<file path="src/design/xtvl_pkg.sv">
// Shared types, codes and constants for the XML tag value locator.
`timescale 1ns / 1ps
package xtvl_pkg;

  localparam int unsigned DEF_MAX_TAG_CHARS    = 16;
  localparam int unsigned DEF_MAX_REGION_BYTES = 65536;

  localparam int unsigned TAG_BYTES  = 16;
  localparam int unsigned VAL_W      = 16;
  localparam int unsigned CFG_IDX_W  = 3;
  localparam int unsigned CFG_DATA_W = 64;

  localparam logic [7:0] CHAR_LT    = 8'h3C;
  localparam logic [7:0] CHAR_SLASH = 8'h2F;
  localparam logic [7:0] CHAR_GT    = 8'h3E;

  localparam logic [4:0]       RST_TAG_LENGTH    = 5'd1;
  localparam logic [VAL_W-1:0] RST_OCCURRENCE    = 16'd0;
  localparam logic [VAL_W-1:0] RST_MAX_VALUE_LEN = 16'd64;

  typedef enum logic [CFG_IDX_W-1:0] {
    REG_TAG_LENGTH     = 3'd0,
    REG_TAG_CHARS_LOW  = 3'd1,
    REG_TAG_CHARS_HIGH = 3'd2,
    REG_OCCURRENCE     = 3'd3,
    REG_MAX_VALUE_LEN  = 3'd4
  } cfg_reg_e;

  typedef enum logic [1:0] {
    ST_FOUND_FITS = 2'd0,
    ST_TOO_LONG   = 2'd1,
    ST_NOT_FOUND  = 2'd2,
    ST_OVERFLOW   = 2'd3
  } status_e;

  typedef struct packed {
    logic [7:0] doc_byte;
    logic       region_end;
  } in_word_t;

  typedef struct packed {
    logic [1:0]       status;
    logic [VAL_W-1:0] value_start;
    logic [VAL_W-1:0] value_bytes;
  } out_word_t;

  typedef struct packed {
    logic [4:0]             tag_length;
    logic [8*TAG_BYTES-1:0] tag_chars;
    logic [VAL_W-1:0]       occurrence_index;
    logic [VAL_W-1:0]       max_value_len;
  } cfg_t;

endpackage

</file>
<file path="src/design/xtvl_cfg_regs.sv">
// Configuration register file for the XML tag value locator.
`timescale 1ns / 1ps
module xtvl_cfg_regs (
  input  logic                               clk_i,
  input  logic                               rst_ni,
  input  logic                               cfg_valid_i,
  output logic                               cfg_ready_o,
  input  logic [xtvl_pkg::CFG_IDX_W-1:0]     cfg_index_i,
  input  logic [xtvl_pkg::CFG_DATA_W-1:0]    cfg_data_i,
  output xtvl_pkg::cfg_t                     cfg_o
);
  import xtvl_pkg::*;

  cfg_t cfg_q;
  cfg_t cfg_d;

  assign cfg_ready_o = 1'b1;
  assign cfg_o       = cfg_q;

  always_comb begin
    cfg_d = cfg_q;
    if (cfg_valid_i) begin
      case (cfg_reg_e'(cfg_index_i))
        REG_TAG_LENGTH:     cfg_d.tag_length = cfg_data_i[4:0];
        REG_TAG_CHARS_LOW:  cfg_d.tag_chars[CFG_DATA_W-1:0] = cfg_data_i;
        REG_TAG_CHARS_HIGH: cfg_d.tag_chars[2*CFG_DATA_W-1:CFG_DATA_W] = cfg_data_i;
        REG_OCCURRENCE:     cfg_d.occurrence_index = cfg_data_i[VAL_W-1:0];
        REG_MAX_VALUE_LEN:  cfg_d.max_value_len = cfg_data_i[VAL_W-1:0];
        default: ;
      endcase
    end
  end

  always_ff @(posedge clk_i or negedge rst_ni) begin
    if (!rst_ni) begin
      cfg_q.tag_length       <= RST_TAG_LENGTH;
      cfg_q.tag_chars        <= '0;
      cfg_q.occurrence_index <= RST_OCCURRENCE;
      cfg_q.max_value_len    <= RST_MAX_VALUE_LEN;
    end else begin
      cfg_q <= cfg_d;
    end
  end

endmodule

</file>
<file path="src/design/xtvl_matcher.sv">
// Single-counter pattern matcher for the opening and closing tag.
`timescale 1ns / 1ps
module xtvl_matcher #(
  parameter int unsigned MAX_TAG_CHARS = xtvl_pkg::DEF_MAX_TAG_CHARS,
  parameter int unsigned CW            = $clog2(MAX_TAG_CHARS + 4)
) (
  input  logic [CW-1:0]                        cnt_i,
  input  logic [7:0]                           byte_i,
  input  logic [8*xtvl_pkg::TAG_BYTES-1:0]     tag_chars_i,
  input  logic [CW-1:0]                        len_i,
  input  logic                                 closing_i,
  output logic [CW-1:0]                        cnt_o,
  output logic                                 done_o
);
  import xtvl_pkg::*;

  logic [CW-1:0] plen;
  logic [CW-1:0] off;
  logic [CW-1:0] idx;
  logic [CW-1:0] nxt;
  logic [7:0]    tag_b;
  logic [7:0]    want;

  always_comb begin
    plen = closing_i ? len_i + CW'(3) : len_i + CW'(2);
    off  = closing_i ? CW'(2) : CW'(1);
    idx  = cnt_i - off;

    // bytes past the sixteenth tag character read as zero
    tag_b = 8'h00;
    for (int k = 0; k < TAG_BYTES; k++) begin
      if (8'(idx) == 8'(k)) tag_b = tag_chars_i[8*k +: 8];
    end

    if (cnt_i == '0) begin
      want = CHAR_LT;
    end else if (closing_i && cnt_i == CW'(1)) begin
      want = CHAR_SLASH;
    end else if (cnt_i <= len_i + (closing_i ? CW'(1) : CW'(0))) begin
      want = tag_b;
    end else begin
      want = CHAR_GT;
    end

    if (cnt_i < plen && byte_i == want) begin
      nxt = cnt_i + CW'(1);
    end else begin
      // restart, keeping a '<' as the first pattern byte
      nxt = (byte_i == CHAR_LT) ? CW'(1) : CW'(0);
    end

    done_o = (nxt >= plen);
    cnt_o  = done_o ? '0 : nxt;
  end

endmodule

</file>
<file path="src/design/xtvl_search.sv">
// Search state, tag tracking and result register of the XML tag value locator.
`timescale 1ns / 1ps
module xtvl_search #(
  parameter int unsigned MAX_TAG_CHARS    = xtvl_pkg::DEF_MAX_TAG_CHARS,
  parameter int unsigned MAX_REGION_BYTES = xtvl_pkg::DEF_MAX_REGION_BYTES
) (
  input  logic                  clk_i,
  input  logic                  rst_ni,
  input  xtvl_pkg::cfg_t        cfg_i,
  input  logic                  step_valid_i,
  output logic                  step_ready_o,
  input  xtvl_pkg::in_word_t    step_data_i,
  output logic                  out_valid_o,
  input  logic                  out_ready_i,
  output xtvl_pkg::out_word_t   out_data_o
);
  import xtvl_pkg::*;

  localparam int unsigned CW    = $clog2(MAX_TAG_CHARS + 4);
  localparam int unsigned POS_W = $clog2(MAX_REGION_BYTES + 1);
  localparam int unsigned VW    = ((POS_W > VAL_W) ? POS_W : VAL_W) + 1;
  localparam logic [POS_W-1:0] POS_MAX = POS_W'(MAX_REGION_BYTES);

  typedef enum logic [1:0] {
    PH_OPEN,
    PH_CLOSE,
    PH_DONE
  } phase_e;

  phase_e            phase_q, phase_d;
  logic [POS_W-1:0]  pos_q, pos_d;
  logic [CW-1:0]     cnt_q, cnt_d;
  logic [VAL_W-1:0]  occ_q, occ_d;
  logic [POS_W-1:0]  fvs_q, fvs_d;
  logic              out_valid_q, out_valid_d;
  out_word_t         out_q, out_d;

  logic          step_fire;
  logic          emit;
  logic [CW-1:0] len;
  logic [CW-1:0] m_cnt;
  logic          m_done;
  logic [VW-1:0] pos1;
  logic [VW-1:0] vlen;

  assign step_ready_o = !out_valid_q || out_ready_i;
  assign step_fire    = step_valid_i && step_ready_o;
  assign out_valid_o  = out_valid_q;
  assign out_data_o   = out_q;

  // clamp the configured length to one..MAX_TAG_CHARS
  always_comb begin
    if (cfg_i.tag_length == '0) begin
      len = CW'(1);
    end else if (8'(cfg_i.tag_length) > 8'(MAX_TAG_CHARS)) begin
      len = CW'(MAX_TAG_CHARS);
    end else begin
      len = CW'(cfg_i.tag_length);
    end
  end

  xtvl_matcher #(
    .MAX_TAG_CHARS (MAX_TAG_CHARS),
    .CW            (CW)
  ) u_matcher (
    .cnt_i       (cnt_q),
    .byte_i      (step_data_i.doc_byte),
    .tag_chars_i (cfg_i.tag_chars),
    .len_i       (len),
    .closing_i   (phase_q == PH_CLOSE),
    .cnt_o       (m_cnt),
    .done_o      (m_done)
  );

  // value length: closing tag start minus value start
  assign pos1 = VW'(pos_q) + VW'(1);
  assign vlen = pos1 - VW'(len) - VW'(3) - VW'(fvs_q);

  always_comb begin
    phase_d     = phase_q;
    pos_d       = pos_q;
    cnt_d       = cnt_q;
    occ_d       = occ_q;
    fvs_d       = fvs_q;
    emit        = 1'b0;
    out_d       = '0;
    out_valid_d = out_valid_q && !out_ready_i;

    if (step_fire) begin
      if (pos_q == '0 && phase_q == PH_OPEN) occ_d = cfg_i.occurrence_index;

      if (phase_q != PH_DONE) begin
        if (pos_q == POS_MAX) begin
          emit         = 1'b1;
          out_d.status = ST_OVERFLOW;
          phase_d      = PH_DONE;
        end else if (phase_q == PH_OPEN) begin
          cnt_d = m_cnt;
          if (m_done) begin
            if (occ_d == '0) begin
              fvs_d   = POS_W'(pos1);
              cnt_d   = '0;
              phase_d = PH_CLOSE;
            end else begin
              occ_d = occ_d - VAL_W'(1);
            end
          end
        end else begin
          cnt_d = m_cnt;
          if (m_done) begin
            emit               = 1'b1;
            out_d.status       = (vlen < VW'(cfg_i.max_value_len)) ? ST_FOUND_FITS
                                                                    : ST_TOO_LONG;
            out_d.value_start  = VAL_W'(VW'(fvs_q));
            out_d.value_bytes  = vlen[VAL_W-1:0];
            phase_d            = PH_DONE;
          end
        end
      end

      if (pos_q != POS_MAX) pos_d = pos_q + POS_W'(1);

      if (step_data_i.region_end) begin
        if (!emit && phase_d != PH_DONE) begin
          emit         = 1'b1;
          out_d        = '0;
          out_d.status = ST_NOT_FOUND;
        end
        // start fresh for the next region
        phase_d = PH_OPEN;
        pos_d   = '0;
        cnt_d   = '0;
        occ_d   = cfg_i.occurrence_index;
        fvs_d   = '0;
      end

      if (emit) out_valid_d = 1'b1;
    end
  end

  always_ff @(posedge clk_i or negedge rst_ni) begin
    if (!rst_ni) begin
      phase_q     <= PH_OPEN;
      pos_q       <= '0;
      cnt_q       <= '0;
      occ_q       <= RST_OCCURRENCE;
      fvs_q       <= '0;
      out_valid_q <= 1'b0;
      out_q       <= '0;
    end else begin
      phase_q     <= phase_d;
      pos_q       <= pos_d;
      cnt_q       <= cnt_d;
      occ_q       <= occ_d;
      fvs_q       <= fvs_d;
      out_valid_q <= out_valid_d;
      if (emit) out_q <= out_d;
    end
  end

endmodule

</file>
<file path="src/design/xml_tag_value_locator_core.sv">
// Path: a word is captured in the input register, matched from there, and its result is held in the result register.
// Throughput: one document byte per cycle while no held result waits on out_ready_i, set by one
// compare of the byte against the tag byte that the match counter selects.
// Results are registered and stall only on out_ready_i.
// Reset: configuration returns to its defaults and the search restarts at region offset 0;
// no clearing pass.
`timescale 1ns / 1ps
module xml_tag_value_locator_core #(
  parameter int unsigned MAX_TAG_CHARS    = xtvl_pkg::DEF_MAX_TAG_CHARS,
  parameter int unsigned MAX_REGION_BYTES = xtvl_pkg::DEF_MAX_REGION_BYTES
) (
  input  logic                              clk_i,
  input  logic                              rst_ni,
  input  logic                              in_valid_i,
  output logic                              in_ready_o,
  input  xtvl_pkg::in_word_t                in_data_i,
  output logic                              out_valid_o,
  input  logic                              out_ready_i,
  output xtvl_pkg::out_word_t               out_data_o,
  input  logic                              cfg_valid_i,
  output logic                              cfg_ready_o,
  input  logic [xtvl_pkg::CFG_IDX_W-1:0]    cfg_index_i,
  input  logic [xtvl_pkg::CFG_DATA_W-1:0]   cfg_data_i
);
  import xtvl_pkg::*;

  cfg_t     cfg;
  logic     in_valid_q, in_valid_d;
  in_word_t in_q;
  logic     step_ready;

  xtvl_cfg_regs u_cfg (
    .clk_i       (clk_i),
    .rst_ni      (rst_ni),
    .cfg_valid_i (cfg_valid_i),
    .cfg_ready_o (cfg_ready_o),
    .cfg_index_i (cfg_index_i),
    .cfg_data_i  (cfg_data_i),
    .cfg_o       (cfg)
  );

  // input register: refill in the same cycle the held word moves on
  assign in_ready_o = !in_valid_q || step_ready;

  always_comb begin
    in_valid_d = in_valid_q && !step_ready;
    if (in_valid_i && in_ready_o) in_valid_d = 1'b1;
  end

  always_ff @(posedge clk_i or negedge rst_ni) begin
    if (!rst_ni) begin
      in_valid_q <= 1'b0;
    end else begin
      in_valid_q <= in_valid_d;
    end
  end

  always_ff @(posedge clk_i) begin
    if (in_valid_i && in_ready_o) in_q <= in_data_i;
  end

  xtvl_search #(
    .MAX_TAG_CHARS    (MAX_TAG_CHARS),
    .MAX_REGION_BYTES (MAX_REGION_BYTES)
  ) u_search (
    .clk_i        (clk_i),
    .rst_ni       (rst_ni),
    .cfg_i        (cfg),
    .step_valid_i (in_valid_q),
    .step_ready_o (step_ready),
    .step_data_i  (in_q),
    .out_valid_o  (out_valid_o),
    .out_ready_i  (out_ready_i),
    .out_data_o   (out_data_o)
  );

  a_empty_takes_word : assert property (@(posedge clk_i) disable iff (!rst_ni)
    !in_valid_q |-> in_ready_o)
    else $error("input register empty but word refused");

  a_stall_blocks_input : assert property (@(posedge clk_i) disable iff (!rst_ni)
    (out_valid_o && !out_ready_i && in_valid_q) |-> !in_ready_o)
    else $error("word accepted while result and input register are both held");

  a_miss_fields_zero : assert property (@(posedge clk_i) disable iff (!rst_ni)
    (out_valid_o && (out_data_o.status == ST_NOT_FOUND || out_data_o.status == ST_OVERFLOW))
      |-> (out_data_o.value_start == '0 && out_data_o.value_bytes == '0))
    else $error("miss or overflow result carries nonzero offsets");

  a_result_has_source : assert property (@(posedge clk_i) disable iff (!rst_ni)
    $rose(out_valid_o) |-> $past(in_valid_q))
    else $error("result appeared without a buffered word");

endmodule
</file>
<file path="config.mk">
export PLATFORM = sky130hd
export DESIGN_NAME = xml_tag_value_locator_core
export DESIGN_NICKNAME = d
export VERILOG_FILES = /design/src/design/xtvl_pkg.sv /design/src/design/xtvl_cfg_regs.sv /design/src/design/xtvl_matcher.sv /design/src/design/xtvl_search.sv /design/src/design/xml_tag_value_locator_core.sv
export SDC_FILE = /design/constraint.sdc
export NUM_CORES = 1
export LEC_CHECK = 0
export BUFFER_PORTS_ARGS = -buffer_cell sky130_fd_sc_hd__buf_2
export CAP_MARGIN = 5
export CORE_UTILIZATION = 60
export DETAILED_ROUTE_END_ITERATION = 7
export PLACE_DENSITY = 0.86
export SYNTH_ARGS = -nofsm -noshare
export SYNTH_HDL_FRONTEND = slang
export SYNTH_SLANG_ARGS = --single-unit
export TNS_END_PERCENT = 50
</file>
<file path="constraint.sdc">
create_clock -name clk_i -period 10.7 [get_ports clk_i]
set_clock_uncertainty 0.15 [all_clocks]
set_input_delay 3.21 -clock clk_i [delete_from_list [all_inputs] [get_ports clk_i]]
set_output_delay 3.21 -clock clk_i [all_outputs]
set_load 0.005 [all_outputs]
</file>
==> reports/summary.log <==
INFO  yosys          ys_seq_area_share=42.9%
INFO  floorplanning  floorplan.initialDensity=61.7%
INFO  yosys          netlist-cell-type-count=86
INFO  yosys          synth_warnings=0
INFO  placement      pre_cts_ws=2.41ns
INFO  worst_setup_path worst-endpoint-required=10.97ns
INFO  timing         report.final.hold_viol_count=0
INFO  floorplanning  core_area=25400µm²
INFO  clocking       cts.repair.resized=0
INFO  worst_setup_path timing.setup.critical_path_class=register to register
INFO  timing         post-route-period-util=80.1%
INFO  clocking       worst_skew_pair.late_latency=0.56ns
INFO  worst_setup_path cp-start-kind=register
INFO  clocking       cts-htree-levels=1
INFO  timing         final_period_minus_worst_setup_slack=8.57ns
INFO  floorplanning  die_area=26800µm²
INFO  cells_and_area insertedDiodeCount=0
INFO  placement      gp_congestion=0.979
INFO  yosys          syn-cell-area=15700µm²
INFO  job            cap_violations=0
INFO  global_route   grtUsageTotal=33.9%
INFO  yosys          mappedNetlistNets=1749
INFO  clocking       post-cts-setup-buffer-count=0
INFO  yosys          synthFlopType=sky130_fd_sc_hd__dfrtp_1
INFO  yosys          synth_area_leaders=sky130_fd_sc_hd__dfrtp_1 (41%), sky130_fd_sc_hd__mux2_2 (11%), sky130_fd_sc_hd__ha_1 (6.1%)
INFO  floorplanning  top_level_ports=118
INFO  timing         finalMaxSlewViolations=0
INFO  floorplanning  floorplan_row_count=58
INFO  detailed_routing vias=13100
INFO  detailed_routing antenna_violating_nets_post_route=0
INFO  placement      port_buffers=116
INFO  power_and_ir_drop total_power=3.18mW
INFO  global_route   gr-total-overflow=0
INFO  yosys          synth_top_cell_by_area=sky130_fd_sc_hd__dfrtp_1
INFO  timing         timing.slew.headroom=17.7%
INFO  global_route   antenna_found_initial=0
INFO  power_and_ir_drop power_density=183nW/µm²
INFO  clocking       cts.sinks=267
INFO  yosys          syn-instance-count=1585
INFO  floorplanning  die_h=164µm
INFO  global_route   pin_count_of_the_biggest_net_entering_global_routing=130
INFO  yosys          postSynthAreaPerCell=9.89µm²
INFO  clocking       path_clk_slew=0.06ns
INFO  detailed_routing routed_via_count_divided_by_cell_count=6.54
INFO  clocking       inserted_clock_buffers=27
INFO  clocking       cts_tree=done
INFO  floorplanning  die_width=164µm
INFO  detailed_routing drt-wirelength-per-cell=22.3µm
INFO  clocking       cts_root_buf=sky130_fd_sc_hd__clkbuf_16
INFO  min_path       worstHoldPathType=register to register
INFO  timing         setup_total_negative_slack=0ns
INFO  yosys          postSynthRegisterBits=267
INFO  worst_setup_path worst_setup_path_end_kind=register
INFO  detailed_routing drt_iter0_drc=1568
INFO  placement      hpwl=32500µm
INFO  cells_and_area nets=1823
INFO  timing         worst_slew_pin_slew=1.23ns
INFO  clocking       cts_buffer_depth=3
INFO  worst_setup_path critical_path_arrival=8.84ns
INFO  clocking       postCtsHoldBufs=0
INFO  worst_setup_path critPathMaxFanout=31
INFO  timing         maxClockFrequency=117MHz
INFO  timing         report.final.setup_viol=0
INFO  cells_and_area area.growth.synth_to_final=10.8%
INFO  global_route   first_global_vias=12700
INFO  status         run_status=completed
INFO  yosys          synth-async-reset-ratio=96.6%
INFO  detailed_routing drt_pass1_iterations=6
INFO  power_and_ir_drop leakage=7.70nW
INFO  timing         rsz_0062_raised_after_global_routing=false
INFO  detailed_routing drt_drc_violations_left=0
INFO  yosys          synth_top_area_share=40.9%
INFO  global_route   grt_first_pass_wirelength=70100µm
INFO  power_and_ir_drop vdd_drop_max=0.144mV
INFO  yosys          synth-edff-count=9
INFO  detailed_routing routed_wl=44800µm
INFO  cells_and_area drive_gt1_share=20.5%
INFO  timing         post-route-worst-setup-slack=2.13ns
[final cells by class]
type                    count  area (µm²)
multi-input cells        1152        8330
fillers                  1904        8030
flip-flops and latches    267        6730
clock buffers              42         792
repair buffers            131         703
well taps                 330         413
inverters                  80         300
clock inverters             8        96.3
[per-stage QoR]
step / cells / hold WS [ns] / area [µm²] / utilization, %
detailed placement: 1960 / 0.335 / 16500 / 64.9
CTS: 2010 / 0.354 / 17400 / 68.4
finish: 2010 / 0.349 / 17400 / 68.4
global placement: 1960 / 0.318 / 16500 / 64.9
global route: 2010 / 0.366 / 17400 / 68.4
floorplan: 1585 / 0.305 / 15700 / -
[per-layer routing]
layer / GRT usage [%] / wire length [µm] / up-vias
met5: 0 / 0 / -
met4: 9.76 / 1370 / 0
met3: 5.36 / 4120 / 95
met2: 52.3 / 19800 / 690
met1: 49.1 / 19400 / 6435
li1: - / - / 5920
[report_power, final]
group,switching (mW),total (mW),internal [mW]
Combinational,0.495,0.886,0.391
Sequential,0.150,1.34,1.19
Clock,0.398,0.954,0.556
Total,1.04,3.18,2.13
[registers in the layout, summed over array words and instances, names as in the netlist]
register and flops:
u_search.cnt_q 5, u_search.phase_q 2, u_search.out_valid_o 1, u_search.fvs_q 17
u_cfg.cfg_o 165, in_valid_q 1, u_search.occ_q 16, u_search.out_data_o 34
u_search.pos_q 17, in_q 9
[synthesized netlist by cell type, types with 4 or more instances]
master / count
sky130_fd_sc_hd__mux2i_1: 28
sky130_fd_sc_hd__o21ai_1: 35
sky130_fd_sc_hd__and3_1: 11
sky130_fd_sc_hd__fa_1: 7
sky130_fd_sc_hd__nand3_1: 30
sky130_fd_sc_hd__nor3_1: 35
sky130_fd_sc_hd__a31oi_1: 16
sky130_fd_sc_hd__a22o_1: 34
sky130_fd_sc_hd__nand2b_1: 13
sky130_fd_sc_hd__mux2_1: 8
sky130_fd_sc_hd__xor2_1: 13
sky130_fd_sc_hd__o2bb2ai_1: 4
sky130_fd_sc_hd__nand2_1: 128
sky130_fd_sc_hd__inv_1: 79
sky130_fd_sc_hd__o31ai_1: 37
sky130_fd_sc_hd__a32oi_1: 6
sky130_fd_sc_hd__dfrtp_1: 256
sky130_fd_sc_hd__o211ai_1: 10
sky130_fd_sc_hd__clkbuf_1: 69
sky130_fd_sc_hd__o21a_1: 6
sky130_fd_sc_hd__nor4_1: 8
sky130_fd_sc_hd__nand3b_1: 8
sky130_fd_sc_hd__a211oi_1: 20
sky130_fd_sc_hd__or2_2: 4
sky130_fd_sc_hd__nor2_1: 124
sky130_fd_sc_hd__a21o_1: 18
sky130_fd_sc_hd__a2bb2oi_1: 4
sky130_fd_sc_hd__a21oi_1: 85
sky130_fd_sc_hd__nor3b_1: 5
sky130_fd_sc_hd__o2111ai_1: 4
sky130_fd_sc_hd__a221oi_1: 4
sky130_fd_sc_hd__buf_2: 8
sky130_fd_sc_hd__o21ai_0: 70
sky130_fd_sc_hd__nand4_1: 7
sky130_fd_sc_hd__xnor2_1: 25
sky130_fd_sc_hd__buf_1: 7
sky130_fd_sc_hd__and2_1: 12
sky130_fd_sc_hd__edfxtp_1: 9
sky130_fd_sc_hd__or3_1: 10
sky130_fd_sc_hd__ha_1: 76
sky130_fd_sc_hd__o22ai_1: 9
sky130_fd_sc_hd__nor2b_1: 20
sky130_fd_sc_hd__mux2_2: 149
[logic make-up after synthesis]
kind of cell,after synthesis,share of synthesized area (%)
AO/OA/AOI/OAI,411,17.4
XOR/XNOR,38,2.12
other,1,0.0239
adder cells (fa/ha/maj),83,6.96
buffers and inverters,166,4.11
flip-flops,267,42.9
multiplexers,186,13.2
AND/OR/NAND/NOR,433,13.3
[critical path, cell delays in order, from the launching register on]
cell                       delay (ns)
sky130_fd_sc_hd__dfrtp_1         0.51
sky130_fd_sc_hd__nor2b_1         0.77
sky130_fd_sc_hd__inv_1           0.15
sky130_fd_sc_hd__ha_2            0.24
sky130_fd_sc_hd__fa_1            0.54
sky130_fd_sc_hd__nand2b_1        0.25
sky130_fd_sc_hd__a221oi_1        0.98
sky130_fd_sc_hd__nand2_1         0.47
sky130_fd_sc_hd__o211ai_1        0.35
sky130_fd_sc_hd__a21o_1          0.11
sky130_fd_sc_hd__mux2i_1         0.06
sky130_fd_sc_hd__nand4b_1        0.18
sky130_fd_sc_hd__nor4_1          0.39
sky130_fd_sc_hd__buf_4           0.24
sky130_fd_sc_hd__mux2i_1         0.27
sky130_fd_sc_hd__ha_1            0.27
sky130_fd_sc_hd__nand2b_1        0.14
sky130_fd_sc_hd__a21o_1          0.17
sky130_fd_sc_hd__a21o_1          0.17
sky130_fd_sc_hd__a21o_1          0.17
sky130_fd_sc_hd__a21o_1          0.29
sky130_fd_sc_hd__nand2_1         0.13
sky130_fd_sc_hd__nor2_1          0.07
sky130_fd_sc_hd__o21ai_2         0.95
sky130_fd_sc_hd__mux2_2          0.42
[final timing paths]
| path | startpoint | to | slack (ns) | cells after the start |
|---|---|---|---|---|
| setup / recovery | u_search.phase_q[0] | u_search.fvs_q[2] | 2.13 | 24 |
| hold / removal | u_search.out_data_o[22] | u_search.out_data_o[22] | 0.35 | 1 |
| setup reg to reg | u_search.phase_q[0] | u_search.fvs_q[2] | 2.13 | 24 |
| hold reg to reg | u_search.out_data_o[22] | u_search.out_data_o[22] | 0.35 | 1 |
| max in group asynchronous | rst_ni | u_cfg.cfg_o[154] | 6.40 | 2 |
| min in group asynchronous | rst_ni | u_search.out_data_o[27] | 2.57 | 1 |
[layout by cell type (no fill, tap or decap), types with 25 or more instances in the layout]
| cell | Yosys | final |
|---|---|---|
| sky130_fd_sc_hd__dfrtp_1 | 256 | 256 |
| sky130_fd_sc_hd__mux2_2 | 149 | 149 |
| sky130_fd_sc_hd__nand2_1 | 128 | 128 |
| sky130_fd_sc_hd__nor2_1 | 124 | 123 |
| sky130_fd_sc_hd__buf_2 | 8 | 115 |
| sky130_fd_sc_hd__a21oi_1 | 85 | 85 |
| sky130_fd_sc_hd__inv_1 | 79 | 79 |
| sky130_fd_sc_hd__ha_1 | 76 | 75 |
| sky130_fd_sc_hd__o21ai_0 | 70 | 70 |
| sky130_fd_sc_hd__o31ai_1 | 37 | 37 |
| sky130_fd_sc_hd__o21ai_1 | 35 | 34 |
| sky130_fd_sc_hd__a22o_1 | 34 | 34 |
| sky130_fd_sc_hd__nor3_1 | 35 | 33 |
| sky130_fd_sc_hd__nand3_1 | 30 | 30 |
| sky130_fd_sc_hd__mux2i_1 | 28 | 28 |
| sky130_fd_sc_hd__clkbuf_16 | 0 | 27 |
| sky130_fd_sc_hd__xnor2_1 | 25 | 25 |
(Power assumes the default switching activity.)
